==> src/ppit_pkg.sv <==
// Shared constants, types and register indexes of the periodic point-in-triangle block.
package ppit_pkg;

  // Coordinate format.
  localparam int CW = 32;
  localparam int FB = 16;

  // Derived arithmetic widths.
  localparam int DW  = CW + 1;      // vertex and point differences
  localparam int PW  = 2 * DW;      // one signed product
  localparam int SW  = PW + 1;      // difference of two products
  localparam int MW  = SW - 2;      // magnitude of such a difference
  localparam int QW  = CW;          // quotient bits produced by the divider
  localparam int BW  = 31;          // box length register
  localparam int MGW = 16;          // margin register

  // Latencies in register stages.
  localparam int FRONT_LAT = 5;
  localparam int DIV_LAT   = QW + 1;
  localparam int BACK_LAT  = 2;
  localparam int PIPE_LAT  = FRONT_LAT + DIV_LAT + BACK_LAT;

  localparam int IN_TDATA_W  = 8 * CW;
  localparam int OUT_TDATA_W = 4 * CW;
  localparam int OUT_TUSER_W = 2;

  // Configuration register indexes.
  typedef enum logic [1:0] {
    REG_BOX_X  = 2'd0,
    REG_BOX_Y  = 2'd1,
    REG_MARGIN = 2'd2,
    REG_NONE   = 2'd3
  } cfg_idx_e;

  // Values that travel beside the quotients through the divider.
  typedef struct packed {
    logic [CW-1:0] wrap_x;
    logic [CW-1:0] wrap_y;
    logic          degen;
    logic          neg_xi;
    logic          neg_eta;
  } ppit_side_t;

endpackage

==> src/ppit_back.sv <==
// Back pipeline: signed saturation of the quotients and the inside test.
module ppit_back
  import ppit_pkg::*;
(
  input  logic                  clk_i,
  input  logic                  en_i,
  input  logic [QW-1:0]         q_xi_i,
  input  logic                  ovf_xi_i,
  input  logic [QW-1:0]         q_eta_i,
  input  logic                  ovf_eta_i,
  input  ppit_side_t            side_i,
  input  logic [MGW-1:0]        margin_i,
  output logic [CW-1:0]         xi_o,
  output logic [CW-1:0]         eta_o,
  output logic [CW-1:0]         wrap_x_o,
  output logic [CW-1:0]         wrap_y_o,
  output logic                  inside_o,
  output logic                  degen_o
);

  localparam logic [QW-1:0] MinMag = {1'b1, (QW-1)'(0)};
  localparam logic [CW-1:0] MaxPos = {1'b0, {(CW-1){1'b1}}};
  localparam logic [CW-1:0] MinNeg = {1'b1, (CW-1)'(0)};

  // Saturate a magnitude with its sign to the signed coordinate range.
  function automatic logic [CW-1:0] sat_coord(logic [QW-1:0] q, logic ovf, logic neg);
    logic [CW-1:0] r;
    if (neg) begin
      r = (ovf || q > MinMag) ? MinNeg : CW'(-q);
    end else begin
      r = (ovf || q[QW-1]) ? MaxPos : q;
    end
    return r;
  endfunction

  // Stage 1: saturation; a zero determinant forces both coordinates to zero.
  logic [CW-1:0] xi_q, eta_q, wx_q, wy_q;
  logic          degen_q;

  always_ff @(posedge clk_i) begin
    if (en_i) begin
      xi_q    <= side_i.degen ? '0 : sat_coord(q_xi_i, ovf_xi_i, side_i.neg_xi);
      eta_q   <= side_i.degen ? '0 : sat_coord(q_eta_i, ovf_eta_i, side_i.neg_eta);
      wx_q    <= side_i.wrap_x;
      wy_q    <= side_i.wrap_y;
      degen_q <= side_i.degen;
    end
  end

  // Stage 2: edge tests against the margin.
  logic signed [CW+1:0] xi_s, eta_s, m_s, sum_s;
  logic                 inside_d;

  always_comb begin
    xi_s     = $signed({{2{xi_q[CW-1]}}, xi_q});
    eta_s    = $signed({{2{eta_q[CW-1]}}, eta_q});
    m_s      = $signed({(CW+2-MGW)'(0), margin_i});
    sum_s    = xi_s + eta_s - $signed((CW+2)'(1) << FB);
    inside_d = !degen_q && (xi_s >= -m_s) && (eta_s >= -m_s) && (sum_s <= m_s);
  end

  always_ff @(posedge clk_i) begin
    if (en_i) begin
      xi_o     <= xi_q;
      eta_o    <= eta_q;
      wrap_x_o <= wx_q;
      wrap_y_o <= wy_q;
      inside_o <= inside_d;
      degen_o  <= degen_q;
    end
  end

endmodule

==> config.mk <==
export PLATFORM = sky130hd
export DESIGN_NAME = ppit_back
export DESIGN_NICKNAME = d
export VERILOG_FILES = /design/src/ppit_pkg.sv /design/src/ppit_back.sv
export SDC_FILE = /design/constraint.sdc
export NUM_CORES = 1
export LEC_CHECK = 0
export BUFFER_PORTS_ARGS = -buffer_cell sky130_fd_sc_hd__buf_2
export CAP_MARGIN = 25
export CORE_MARGIN = 3
export CORE_UTILIZATION = 50
export DETAILED_ROUTE_END_ITERATION = 10
export PLACE_DENSITY = 0.77
export SLEW_MARGIN = 40
export SYNTH_ARGS = -nofsm -noshare
export SYNTH_HDL_FRONTEND = slang
export SYNTH_SLANG_ARGS = --single-unit
export TNS_END_PERCENT = 30
==> constraint.sdc <==
create_clock -name clk_i -period 4.3 [get_ports clk_i]
set_input_delay 0.43 -clock clk_i [delete_from_list [all_inputs] [get_ports clk_i]]
set_output_delay 0.43 -clock clk_i [all_outputs]
set_load 0.01 [all_outputs]
; ---- Yosys cells after proc, flatten, opt, wreduce, memory -nomap -nowiden
; Cells that the tools add are included.
; Widths: inputs -> output; s select.
[op_classes]
n_addsub = 5
magnitude_cmp = 5
mux = 6
reduce_logical = 8
[op_table]
columns = cell, count
row1 = $mux 32, 6
row2 = $ge 32x34->1, 2
row3 = $gt 32x32->1 const B, 2
row4 = $neg 32->32, 2
row5 = $le 34x17->1, 1
row6 = $neg 16->34, 1
row7 = $sub 33x18->34 const B, 1
row8 = $add 32x32->33, 1
row9 = $logic_or 1x1->1, 4
row10 = $logic_and 1x1->1, 3
row11 = $logic_not 1->1, 1
[word_totals]
ff_bits = 259
in_bits = 151
out_inout_bits = 130
word_cells = 35

; ---- Depth between registers and ports, before layout
; Gate-level depths: netlist of run 1.
[depth]
depth_word = 5
mapped_depth = 22
mapped_depth_nobuf = 22

; ---- Worst setup path before layout of run 1
; Ideal clock, no wire load.
[synth_path]
kind = in2reg
startpoint = in margin_i[5]
endpoint = reg inside_o (data pin)
setup_ns = 0.188
t_arrival_ns = 4.009
t_required_ns = 4.112
slack_ns = 0.103
stages = 14
path_buffers = 0
path_cell_list = nor4_1 -> nand3_1 -> nor4_1 -> nand2_1 -> nor3_1 -> ha_1 -> a21o_1 -> a221o_1 -> a221oi_1 -> o2111ai_1 -> a211oi_1 -> mux2i_1 -> a221o_1 -> o41ai_1
[synth_between]
elab_chain_len = 5
elab_cells_between_ends = 7
cone_classes = add/sub (1) / order compare (3) / reduce/logical (3)
[synth_lines]
columns = element, line
row1 = start: declaration, ppit_back.sv:12  ; input logic [MGW-1:0] margin_i,
row2 = $neg 16->34, ppit_back.sv:59  ; inside_d = !degen_q && (xi_s >= -m_s) && (eta_s >= -m_s) && (sum_s <= m_s);
row3 = $ge 32x34->1, ppit_back.sv:59
row4 = $logic_and 1x1->1 (2 in a row), ppit_back.sv:59
row5 = $logic_and 1x1->1 *, ppit_back.sv:59
row6 = named net inside_d, ppit_back.sv:52  ; logic inside_d;
row7 = end signal: assignment, ppit_back.sv:68  ; inside_o <= inside_d;
row8 = end: declaration, ppit_back.sv:17  ; output logic inside_o,
; The timed path passes the listed nets; every way through them passes the cells marked *.
; A chain may end at the register's enable or synchronous reset.

; ---- Worst setup path after layout of run 1
[layout_path]
startpoint = reg xi_q[3]
endpoint = reg inside_o (data pin)
[layout_between]
elab_chain_len = 4
elab_cells_between_ends = 7
cone_classes = add/sub (2) / order compare (2) / reduce/logical (3)
[layout_lines]
columns = element, line
row1 = start: declaration, ppit_back.sv:37  ; logic [CW-1:0] xi_q, eta_q, wx_q, wy_q;
row2 = start signal: assignment, ppit_back.sv:42  ; xi_q <= side_i.degen ? '0 : sat_coord(q_xi_i, ovf_xi_i, side_i.neg_xi);
row3 = $add 32x32->33 / $ge 32x34->1 (equally long branches), "ppit_back.sv:58, ppit_back.sv:59"
row4 = $sub 33x18->34 / $logic_and 1x1->1 (equally long branches), "ppit_back.sv:58, ppit_back.sv:59"
row5 = $le 34x17->1 / $logic_and 1x1->1 (equally long branches), ppit_back.sv:59
row6 = $logic_and 1x1->1 *, ppit_back.sv:59
row7 = named net inside_d, ppit_back.sv:52
; Marks and branches as above.

==> flow_summary.ini, run 1 <==
[run_status]
status = finished with violations
violations = setup timing

[worst_setup_path]
reg2reg_depth = 17
crit_end = inside_o
rrSetupSlack_ns = -0.16
timing.rr.end = inside_o
startpoint = xi_q[3]
worstSetupPathType = flip-flop to flip-flop
crit_required_ns = 4.61
crit_path_end_kind = flip-flop
r2r_start = xi_q[3]
critPathLaunchType = flip-flop
cp_max_fo = 5
arrival_ns = 4.77

[route]
ant_nets = 0
wl_per_cell_um = 19.1
vias = 11800
drt_iter0_drc = 1074
wirelength_um = 39500
drcViolationCount = 0
drt-pass1-iter-count = 5
vias_per_cell = 5.71

[logic_synthesis]
synth_area_leaders = edfxtp_1, ha_1, a211oi_1, nor2_1, inv_1
syn_nets = 1625
ys.flop_type = edfxtp_1
synth-edff-count = 259
synth_commonest_cells = edfxtp_1, ha_1, nor2_1
synth_top_area_share = 0.527
yosysUniqueCellTypes = 66
yosysWarnings = 0
synth_most_common_cell = edfxtp_1
synth_cells = 1321
postSynth.asyncResetShare = 0
synth_seq_cells = 259
yosysSeqAreaShare = 0.527
synth.avg_cell_area_sq_um = 11.2
synth_top_cell_by_area = edfxtp_1
synth_area_sq_um = 14800

[timing]
relSlewSlack = 0.536
max_freq_ghz = 0.224
finalSetupTns_ns = -0.160
period_share = 1.04
setup_slack_ns = -0.160
grt_setup_unrepaired = yes
slew_viol_final = 0
whs_ns = 0.0822
period_needed_ns = 4.46
fin_skew_ns = 0.0123
hold_viol_final = 0
tightest_slew_ns = 0.696
setup_violations = 1

[grt]
antenna_found_initial = 3
first_global_vias = 11000
grt_overflow = 0
track_usage = 0.240
grt_max_degree = 81
grt_pass1_wl_um = 59500

[floorplan]
die_h_um = 178
initial_core_util = 0.510
die_x_um = 178
dieArea_sq_um = 31600
pin_count = 281
fp-row-count = 62
core_sq_um = 28900

[hold_path]
worstHoldPathType = input pin to flip-flop

[pwr]
p_leak_nw = 7.48
switchingPower_w = 0.00198
power_frac_clock = 0.305
netSwitchingFraction = 0.286
peakVddDrop_uv = 248
p_seq_frac = 0.452
p_per_area_nw_per_um2 = 386
p_int_w = 0.00495
comb_power_share = 0.243

[finish]
syn2layout_area_growth_pct = 21.7
finalNetCount = 1966
final_layout_size_suffix_gt1_frac = 0.254

[clocking]
worstSkewPairLatency_ns = 0.52
root_buffer = clkbuf_16
path_clk_slew_ns = 0.06
cts.sinks = 259
cts_buffers = 25
cts_tree = yes
htreeDepth = 1
postCtsHoldBufs = 0
cts_buffer_depth = 3

[placed_design]
dp_hpwl_um = 30600
port-buffer-count = 280
gp_routability_congestion = 0.968
preCtsSetupSlack_ns = -0.540

[run]
cap_violations = 0
per-stage QoR:
stage	std cells	instance area (sq um)	util	power, W
finish	2064	18000	0.621	0.00693
floorplan	1321	14800	-	0.00413
global route	2064	18000	0.621	0.00729
detailed placement	2014	17000	0.589	0.00478
CTS	2060	17900	0.618	0.00693
global placement	2014	17000	0.589	0.00474
logic make-up (layout without fill, tap and decap cells):
kind of cell	after synthesis	count (layout)	synth area share
xor+xnor	39	39	0.0231
simple gates	427	427	0.147
flops	259	259	0.527
mux	9	9	0.00619
compound gates	289	289	0.128
other cells	0	1	0
fa+ha+maj	153	153	0.130
buf+inv	145	503	0.0387
worst min-delay path by stage:
stage,startpoint,to,slack [ns],cells past startpoint
floorplan,wx_q[0],wrap_x_o[0],0.40,0
global placement,wy_q[9],wrap_y_o[9],0.40,0
detailed placement,wx_q[17],wrap_x_o[17],0.40,0
CTS,side_i[55],wx_q[20],0.06,1
global route,side_i[57],wx_q[22],0.07,1
finish,side_i[55],wx_q[20],0.08,1
worst max-delay path, stage by stage (launching register included):
cell	delay [ns]
edfxtp_1	0.43
ha_1	0.32
ha_1	0.36
o211ai_1	0.23
o21ai_0	0.16
buf_4	0.18
o211a_4	0.25
o41a_1	0.41
xor2_1	0.16
ha_1	0.30
o21a_1	0.17
a21oi_1	0.12
a21oi_1	0.06
nor4_2	0.24
o2111ai_1	0.14
nor3_1	0.18
o2111ai_1	0.13
o41ai_1	0.40
layout by cell type (no fill, tap or decap), types with 23 or more instances in the layout:
| cell | n |
|---|---|
| nor3_1 | 75 |
| buf_4 | 76 |
| inv_1 | 100 |
| nand2_1 | 81 |
| nand4_1 | 24 |
| edfxtp_1 | 259 |
| nor3b_1 | 23 |
| xnor2_1 | 26 |
| clkbuf_16 | 25 |
| o21ai_0 | 63 |
| a21oi_1 | 70 |
| ha_1 | 149 |
| a211oi_1 | 63 |
| nor2_1 | 127 |
| buf_2 | 279 |
flip-flops by register name, indices dropped and copies added (netlist names):
signal,cells
eta_q,32
degen_q,1
xi_o,32
inside_o,1
wrap_x_o,32
degen_o,1
eta_o,32
wrap_y_o,32
wy_q,32
xi_q,32
wx_q,32
area by class of cell:
type / instances / area [sq um]
fill: 2369 / 11000
sequential: 259 / 7780
multi-input combinational: 917 / 6510
timing repair buffer: 358 / 2020
clock buffer: 29 / 641
tap: 384 / 480
inverter: 101 / 379
clock inverter: 15 / 146
antenna: 1 / 2.50
power by group through the flow:
stage / combinational, W / sequential [W] / clock (W)
4_1_cts: 0.00163 / 0.00313 / 0.00217
3_5_place_dp: 0.00160 / 0.00318 / 0
2_1_floorplan: 0.000954 / 0.00318 / 0
5_1_grt: 0.00188 / 0.00315 / 0.00227
3_3_place_gp: 0.00157 / 0.00317 / 0
6_report: 0.00169 / 0.00313 / 0.00212
per-layer routing:
metal | up-vias | track usage | share of wire | wire [um]
met2 | 518 | 0.399 | 0.47 | 18500
met5 | - | 0 | 0.00041 | 16
met1 | 5525 | 0.326 | 0.42 | 16700
met3 | 65 | 0.0411 | 0.083 | 3280
met4 | 4 | 0.0638 | 0.025 | 987
li1 | 5678 | - | - | -
repair_timing:
item	4_1_cts	5_1_grt
endpoints found under the setup margin	1	1
setup buffers	2	3
resized for setup	5	12
pin swaps	6	18
Power figures use the tool's default switching activity.
==> run 2, diff against run 1 <==
Settings changed: PLACE_DENSITY 0.77 to 0.74.
Clock period 4.3 ns to 5 ns, I/O delays scaled along.
==> flow_summary.ini, run 2 (synthesized netlist as in run 1, its figures left out) <==
[run_status]
status = completed

[worst_setup_path]
critPathLaunchType = flip-flop
cpMaxStageDelayCell = edfxtp_1
crit_required_ns = 5.33
crit_path_frequent_cell = ha_1
crit_path_end_kind = flip-flop
reg2reg_depth = 22
r2r_start = eta_q[1]
cpPeakStageDelay_ns = 0.44
cp_max_fo = 3
cp_cell_sequence = ha_1 -> ha_1 -> inv_1 -> fa_1 -> nand2b_1 -> a21oi_2 -> o211ai_1 -> nand2_1 -> and2_1 -> o21a_1 -> nor2_1 -> xnor2_1 -> ha_1 -> a211oi_1 -> o21ai_0 -> a21oi_1 -> a21oi_1 -> nor4_1 -> o2111ai_1 -> nor3_1 -> o2111ai_1 -> o41ai_1
worstSetupPathType = flip-flop to flip-flop
timing.rr.end = inside_o
arrival_ns = 4.84
rrSetupSlack_ns = 0.48

[grt]
antenna_found_initial = 4
grt_max_degree = 107
use_met2 = 0.381
grt_pass1_wl_um = 58500
met3_usage = 0.0501
use_met1 = 0.311
first_global_vias = 10900
grt.busiest_layer = met2
grt_overflow = 0
track_usage = 0.236

[floorplan]
dieArea_sq_um = 31600
initial_core_util = 0.510
die_h_um = 178
pin_count = 281
core_sq_um = 28900
fp-row-count = 62
die_x_um = 178

[hold_path]
min_to = wx_q[16]
whs_path_depth = 1
min_from = side_i[51]
worstHoldPathType = input pin to flip-flop

[placed_design]
port-buffer-count = 280
dpl-instance-area_sq_um = 16600
preCtsSetupSlack_ns = 0.282
gp_routability_congestion = 0.945
dp_hpwl_um = 30300

[route]
ant_nets = 0
drt-pass1-iter-count = 5
vias_per_cell = 5.73
wirelength_um = 38800
wl_per_cell_um = 19.3
drcViolationCount = 0
vias = 11500
drt_iter0_drc = 889

[timing]
period_share = 0.903
fin_skew_ns = 0.0180
setup_violations = 0
max_freq_ghz = 0.221
slew_viol_final = 0
period_needed_ns = 4.52
tightest_slew_ns = 0.772
setup_slack_ns = 0.485
relSlewSlack = 0.479
grt_setup_unrepaired = no
finalSetupTns_ns = 0
hold_viol_final = 0

[finish]
final_layout_size_suffix_gt1_frac = 0.218
syn2layout_area_growth_pct = 17.6
postLayoutCellArea_sq_um = 17400
layout_commonest_cell = buf_2
fin_util = 0.600
layout_common_cells = buf_2, edfxtp_1, ha_1
finalNetCount = 1905

[clocking]
cts_tree = yes
cts.sinks = 259
path_clk_slew_ns = 0.06
cts_buffers = 25
worstSkewPairLatency_ns = 0.53
cts_buffer_depth = 3
htreeDepth = 1
root_buffer = clkbuf_16

[pwr]
p_seq_frac = 0.470
p_per_area_nw_per_um2 = 331
p_int_w = 0.00409
switchingPower_w = 0.00166
power_frac_clock = 0.300
peakVddDrop_uv = 227
p_leak_nw = 7.14
netSwitchingFraction = 0.289
comb_power_share = 0.230

[run]
cap_violations = 0
run 2: metrics by stage:
step	total power, W	std cells	hold WS (ns)
finish	0.00575	2004	0.143
global route	0.00606	2004	0.126
CTS	0.00580	2002	0.118
detailed placement	0.00405	1958	0.405
global placement	0.00403	1958	0.400
floorplan	0.00355	1321	0.400
run 2: critical path: cells and delay by family (launching register included):
| kind | cells | cell delay [ns] |
|---|---|---|
| adder cells (fa/ha/maj) | 4 | 1.18 |
| flip-flops | 1 | 0.44 |
| XOR/XNOR | 1 | 0.13 |
| AND/OR/NAND/NOR | 6 | 0.87 |
| buffers and inverters | 1 | 0.06 |
| AO/OA/AOI/OAI | 10 | 1.62 |
run 2: layout make-up:
cell class / instances / area, sq um
Antenna cell: 2 / 5.00
Clock buffer: 35 / 663
Clock inverter: 9 / 76.3
Fill cell: 2401 / 11600
Inverter: 101 / 379
Multi-Input combinational cell: 917 / 6420
Sequential cell: 259 / 7780
Tap cell: 384 / 480
Timing Repair Buffer: 297 / 1550
run 2: routing by layer:
layer  up-vias  wire [um]
met1      5356      16000
met5         -         23
met3        93       3370
li1       5553          -
met2       483      17800
met4         4       1560
run 2: power by group through the flow:
stage / clock [W] / sequential [W] / combinational [W]
after floorplan: 0 / 0.00273 / 0.000821
after global placement: 0 / 0.00274 / 0.00129
after detailed placement: 0 / 0.00274 / 0.00130
after CTS: 0.00178 / 0.00270 / 0.00131
after global routing: 0.00186 / 0.00272 / 0.00148
final: 0.00172 / 0.00270 / 0.00132
run 2: what timing repair did:
item,CTS,global route
hold buffers,0,0
endpoints found under the setup margin,0,1
gates resized for setup,0,1
setup buffers,0,0
run 2: how the worst max path moves through the flow:
| stage | start | endpoint | depth (start not counted) |
|---|---|---|---|
| floorplan | margin_i[5] | inside_o | 14 |
| global placement | xi_q[1] | inside_o | 22 |
| detailed placement | margin_i[5] | inside_o | 20 |
| CTS | eta_q[1] | inside_o | 22 |
| global route | eta_q[1] | inside_o | 22 |
| finish | eta_q[1] | inside_o | 22 |
==> run 3, diff against run 2 <==
--- a/config.mk
+++ b/config.mk
@@ -12,4 +12,5 @@
 export DETAILED_ROUTE_END_ITERATION = 10
 export PLACE_DENSITY = 0.74
+export SETUP_SLACK_MARGIN = 0.1
 export SLEW_MARGIN = 40
 export SYNTH_ARGS = -nofsm -noshare
==> constraint.sdc (replaced) <==
create_clock -name clk_i -period 5 [get_ports clk_i]
set_input_delay 1 -clock clk_i [delete_from_list [all_inputs] [get_ports clk_i]]
set_output_delay 1 -clock clk_i [all_outputs]
set_load 0.01 [all_outputs]
==> flow_summary.ini, run 3 (synthesized netlist as in run 1, its figures left out) <==
[run_status]
status = completed

[floorplan]
core_sq_um = 28900
die_x_um = 178
initial_core_util = 0.510
pin_count = 281
dieArea_sq_um = 31600
fp-row-count = 62
die_h_um = 178

[placed_design]
dp_hpwl_um = 31000
gp_routability_congestion = 0.929
port-buffer-count = 280
dpl-instance-area_sq_um = 16900
dp.cells = 1993

[route]
drt-pass1-iter-count = 5
wirelength_um = 39300
vias = 11700
drcViolationCount = 0
drt_iter0_drc = 896
vias_per_cell = 5.73
wl_per_cell_um = 19.2
ant_nets = 0

[pwr]
p_leak_nw = 7.39
p_per_area_nw_per_um2 = 335
peakVddDrop_uv = 218

[worst_setup_path]
crit_path_end_kind = flip-flop
critPathLaunchType = flip-flop
cp_max_fo = 3
arrival_ns = 4.91
worstSetupPathType = flip-flop to flip-flop
crit_required_ns = 5.33

[clocking]
path_clk_slew_ns = 0.06
cts_buffers = 27
cts.sinks = 259
worstSkewPairLatency_ns = 0.53
postCtsHoldBufs = 0
cts_buffer_depth = 3
htreeDepth = 1
root_buffer = clkbuf_16
cts_tree = yes

[grt]
grt_pass1_wl_um = 60000
grt_max_degree = 80
first_global_vias = 11200
antenna_found_initial = 5
grt_overflow = 0
track_usage = 0.242

[finish]
layout_commonest_cell = buf_2
final_cells = 2045
regArea_sq_um = 7780
syn2layout_area_growth_pct = 20.7
multiInputGateArea_sq_um = 6470
finalNetCount = 1943
layout_common_cells = buf_2, edfxtp_1, ha_1
final_layout_size_suffix_gt1_frac = 0.244
fin_util = 0.616
fillerInstances = 2390
postLayoutCellArea_sq_um = 17800

[timing]
tightest_slew_ns = 0.687
period_share = 0.915
period_needed_ns = 4.57
max_freq_ghz = 0.219
hold_viol_final = 0
relSlewSlack = 0.541
grt_setup_unrepaired = no
fin_skew_ns = 0.0149
slew_viol_final = 0
setup_violations = 0

[hold_path]
worstHoldPathType = flip-flop to flip-flop

[run]
cap_violations = 0
run 3: metal layers:
layer  GRT usage  up-vias  share of wire
met2       0.395      498           0.45
li1            -     5618              -
met4      0.0864        4          0.037
met5           0        -        0.00046
met1       0.321     5514           0.42
met3      0.0473       91          0.087
run 3: final timing paths:
| path | from | to | slack, ns | depth (start not counted) |
|---|---|---|---|---|
| worst max-delay path | xi_q[1] | inside_o | 0.43 | 20 |
| worst min-delay path | wy_q[10] | wrap_y_o[10] | 0.41 | 0 |
| worst max register to register | xi_q[1] | inside_o | 0.43 | 20 |
| worst min register to register | wy_q[10] | wrap_y_o[10] | 0.41 | 0 |
run 3: where the power goes:
part           switching (W)  internal, W  leakage [nW]
registers           0.000107      0.00259          2.53
logic               0.000823     0.000549          4.46
clock network       0.000797      0.00110         0.404
total                0.00173      0.00424          7.39
run 3: area by class of cell:
cell class / count / area share
Tap cell: 384 / 0.0270
Clock inverter: 17 / 0.00871
Clock buffer: 32 / 0.0390
Multi-Input combinational cell: 917 / 0.363
Inverter: 101 / 0.0213
Antenna cell: 2 / 0.000281
Timing Repair Buffer: 333 / 0.104
Sequential cell: 259 / 0.436
run 3: per-stage QoR:
step	TNS [ns]	total power (W)	hold WS [ns]	worst slack, ns
6_report	0	0.00597	0.414	0.426
5_1_grt	0	0.00628	0.420	0.0905
4_1_cts	0	0.00600	0.412	0.171
3_5_place_dp	-0.296	0.00408	0.405	-0.296
3_3_place_gp	-0.0533	0.00405	0.400	-0.0533
2_1_floorplan	0	0.00355	0.400	0.233
run 3: worst max-delay path: stages, from the launching register on:
cell and delay [ns]:
edfxtp_1 0.41, ha_1 0.31, ha_2 0.19, inv_1 0.05
fa_1 0.41, nand2b_4 0.17, a21oi_2 0.20, o211ai_1 0.15
nand2_1 0.14, xor2_1 0.21, ha_1 0.28, nand4_1 0.15
nor3_1 0.10, nor4_2 0.26, buf_4 0.17, o41ai_1 0.08
nor4_1 0.27, o2111ai_1 0.16, nor3_1 0.26, o2111ai_2 0.18
o41ai_2 0.24
run 3: what timing repair did:
item | CTS | global route
setup buffers | 0 | 1
resized for setup | 0 | 11
setup endpoints to repair | 0 | 1
